==> config.mk <==
export PLATFORM = sky130hd
export DESIGN_NAME = rfc_mul
export DESIGN_NICKNAME = d
export VERILOG_FILES = /design/src/sv/rfc_pkg.sv /design/src/sv/rfc_mul.sv
export SDC_FILE = /design/constraint.sdc
export NUM_CORES = 2
export LEC_CHECK = 0
export ABC_CLOCK_PERIOD_IN_PS = 7250
export BUFFER_PORTS_ARGS = -buffer_cell sky130_fd_sc_hd__buf_2
export CORE_MARGIN = 2
export CORE_UTILIZATION = 40
export DETAILED_ROUTE_END_ITERATION = 7
export HOLD_SLACK_MARGIN = 0.15
export PLACE_DENSITY = 0.57
export SKIP_LAST_GASP = 1
export SYNTH_ARGS = -nofsm -noshare
export SYNTH_HDL_FRONTEND = slang
export SYNTH_SLANG_ARGS = --single-unit
export TNS_END_PERCENT = 10
==> constraint.sdc <==
create_clock -name clock -period 7.25 [get_ports clock]
set_clock_uncertainty 0.2 [all_clocks]
set_input_delay 0.3625 -clock clock [delete_from_list [all_inputs] [get_ports clock]]
set_output_delay 0.3625 -clock clock [all_outputs]
set_load 0.1 [all_outputs]
==> src/sv/rfc_pkg.sv <==
// Package for the radiation force convolution block.
// Holds opcodes, sequencer states, pipeline tag type and fixed widths.
// No dependencies.
package rfc_pkg;

   localparam int DOF   = 6;
   localparam int NCH   = 3;
   localparam int ACC_W = 32 * NCH;
   localparam int TOT_W = ACC_W + 34;

   typedef enum logic [1:0] {
      OP_LOAD_KERNEL = 2'd0,
      OP_LOAD_MASS   = 2'd1,
      OP_MOTION      = 2'd2,
      OP_CLEAR       = 2'd3
   } op_type;

   localparam logic CSR_KERNEL_LENGTH = 1'b0;
   localparam logic CSR_TIME_STEP     = 1'b1;

   typedef enum logic [3:0] {
      S_IDLE,
      S_PUSH,
      S_CONV,
      S_MASS,
      S_DRAIN_A,
      S_SCALE,
      S_DRAIN_B,
      S_ROUND,
      S_SAT,
      S_OUT
   } state_type;

   typedef enum logic [1:0] {
      M_CONV,
      M_MASS,
      M_SCALE
   } mode_type;

   typedef struct packed {
      logic       vld;
      mode_type   mode;
      logic       dbl;
      logic [1:0] chunk;
   } tag_type;

endpackage

==> src/sv/rfc_mul.sv <==
// Shared registered 33x33 signed multiplier with a tag that travels alongside.
// Depends on rfc_pkg.
module rfc_mul (
   input  logic                 clock,
   input  logic                 reset,
   input  logic signed [32:0]   a,
   input  logic signed [32:0]   b,
   input  rfc_pkg::tag_type     tag_in,
   output logic signed [65:0]   p_ff,
   output rfc_pkg::tag_type     tag_ff
);
   import rfc_pkg::*;

   always_ff @(posedge clock) begin
      p_ff <= a * b;
      if (reset) begin
         tag_ff <= '0;
      end else begin
         tag_ff <= tag_in;
      end
   end

endmodule

==> flow_summary.json <==
{
  "postRouteAntennaNets": 0,
  "cp_top_family": "adder cells",
  "syn_nets": 5715,
  "gr-total-overflow": 0,
  "root_buffer": "clkbuf_16",
  "grt_pass1_wl_um": 185000,
  "period_needed_ns": 7.41,
  "drt_iter0_drc": 1425,
  "io_buffers": 145,
  "num_rows": 116,
  "violations": "setup timing",
  "grt_use_met3_pct": 3.71,
  "clkSlewWorstSetupHoldPaths_ns": 0.08,
  "grtUsageTotal_pct": 23.6,
  "syn_avg_cell_area_um2": 9.41,
  "synth_ff_type": "dfxtp_1",
  "ff_latch_area_um2": 1440,
  "setup_violations": 14,
  "worstSetupPathType": "in -> reg",
  "layout_commonest_cell": "fa_1",
  "vias": 29200,
  "final_nets": 6179,
  "layout-drive-gt1-share_pct": 16.9,
  "hold_path_class": "in -> reg",
  "core_area_um2": 99900,
  "cts_htree_levels": 3,
  "dpl.cell_count": 5988,
  "cts_made_buffers": 9,
  "most-common-layout-cells": "1127 x fa_1, 1119 x inv_1, 551 x and2_1",
  "ioPinCount": 146,
  "area_growth_pct": 18.5,
  "hold_viol": 0,
  "grt_setup_unrepaired": "yes",
  "finish.utilization_pct": 47.8,
  "gp_congestion": 0.892,
  "required_ns": 7.40,
  "synth-edff-count": 0,
  "yosysUniqueCellTypes": 59,
  "cp-end-kind": "flip-flop",
  "grt_pass1_vias": 32800,
  "synth.top_cell.area_share_pct": 56.9,
  "syn_area_um2": 40300,
  "antenna_found_initial": 6,
  "met2_usage_pct": 41.1,
  "synth.area.top_cells": "fa_1 57%, inv_1 11%, and2_1 8.7%",
  "synthArstFlopShare_pct": 0,
  "top_usage_layer": "met2",
  "drv_slew": 0,
  "dp_hpwl_um": 99600,
  "post-route-worst-setup-slack_ns": -0.155,
  "period_share_pct": 102,
  "first_pass_iters": 5,
  "die_area_um2": 103000,
  "cp-start-kind": "primary input",
  "vias_per_cell": 4.82,
  "met1_usage_pct": 30.3,
  "yosys_register_bits": 72,
  "cts_tree": "done",
  "die_h_um": 321,
  "grt_max_degree": 30,
  "setup_tns_ns": -1.14,
  "clockBufferDepth": 2,
  "clock_sinks": 72,
  "max_cap_viol_count": 0,
  "crit_fanout": 9,
  "crit_top_cell": "fa_1",
  "syn_inst": 4279,
  "start_util_pct": 40.3,
  "drt-total-wl_um": 114000,
  "yosys_warnings": 0,
  "wire_per_inst_um": 18.9,
  "layout.cells.non_filler": 6048,
  "relSlewSlack_pct": 58.9,
  "max_freq_ghz": 0.135,
  "critPathMaxStageDelay_ns": 0.61,
  "crit_path_top_delay_cell": "fa_1",
  "multiInputGateArea_um2": 34400,
  "yosysSeqAreaShare_pct": 3.58,
  "worst_pin_slew_ns": 0.616,
  "synth_top_area_cell": "fa_1",
  "drc_errors": 0,
  "cp_num_buf_inv": 10,
  "status": "finished with violations",
  "nFillCells": 9553,
  "die_w_um": 321,
  "cp.arrival_ns": 7.56
}
-- synthesized netlist by cell type, types with 3 or more instances --
master     count
a21oi_1       60
ha_1         217
o21bai_1      11
o21ai_1        3
a21o_1        20
a21oi_2        3
clkbuf_1     209
a211oi_1       3
dfxtp_1       72
inv_1       1133
o31ai_1        3
a31oi_1        6
nor2_1        62
nand3_1       15
a2111oi_0      3
o21a_1         5
fa_1        1145
nand2_1      540
and3_1         8
xnor2_1       58
nor2b_1       11
and2_1       561
nor3_1         9
a41oi_1        3
o21ai_0       29
or3_1          3
buf_2          6
nand4_1       11
o211ai_1       6
nand2b_1       9
xor2_1        18
-- layout make-up --
class | instances | share of cell area, %
inverter | 1133 | 8.93
sequential | 72 | 3.02
timing repair buffer | 669 | 11.9
clock inverter | 6 | 0.192
antenna | 2 | 0.0105
multi-input combinational | 2858 | 72.1
tap | 1298 | 3.41
clock buffer | 10 | 0.480
-- sequential cells by signal (all words and copies together), names as in the netlist --
register,flops
tag_ff,6
p_ff,66
-- cell families (layout without fill, tap and decap cells) --
family	count (synthesis)	after routing	synth area share [%]
adders and majority gates	1362	1362	63.7
buffers and inverters	1349	1818	12.6
and+or+nand+nor	1240	1240	15.5
AOI/OAI and AO/OA	180	180	2.96
xor gates and xnor gates	76	76	1.65
DFF	72	72	3.58
other	0	2	0
-- tightest hold or removal path, delay by kind of cell --
| family | cells | cell delay, ns |
|---|---|---|
| adders and majority gates | 1 | 0.12 |
| and+or+nand+nor | 1 | 0.15 |
| buffers and inverters | 2 | 0.34 |
-- path summary, 6_finish.rpt --
path | start | endpoint | slack [ns] | depth (start not counted)
worst max-delay path | b[12] | p_ff[65] | -0.16 | 30
worst min-delay path | b[1] | p_ff[1] | 0.40 | 4
-- timing repair --
action,in CTS,in global routing
buffers inserted,11,14
hold buffers,13,0
cloned,1,4
endpoints found under the hold margin,7,0
setup endpoints to repair,35,32
resized for setup,191,65
pin swaps,88,57
-- metrics by stage --
| stage | setup slack (ns) | hold WS [ns] | instance area [µm²] |
|---|---|---|---|
| 2_1_floorplan | -0.00483 | 0.234 | 40300 |
| 4_1_cts | -0.152 | 0.436 | 47200 |
| 3_5_place_dp | -1.46 | 0.376 | 45900 |
| 3_3_place_gp | -1.50 | 0.373 | 45900 |
| 5_1_grt | -0.376 | 0.425 | 47700 |
| 6_report | -0.155 | 0.397 | 47700 |
-- layer usage --
layer  part of all wire, %  wire [µm]  up-vias
li1                      -          -    13000
met1                    41      46500    15200
met2                    51      58000      754
met3                   5.4       6230      163
met4                   3.3       3760        2
met5                 0.012         14        -
Power is not shown: default switching activity piles up to over one toggle a cycle in this logic, so the estimate is an artifact.
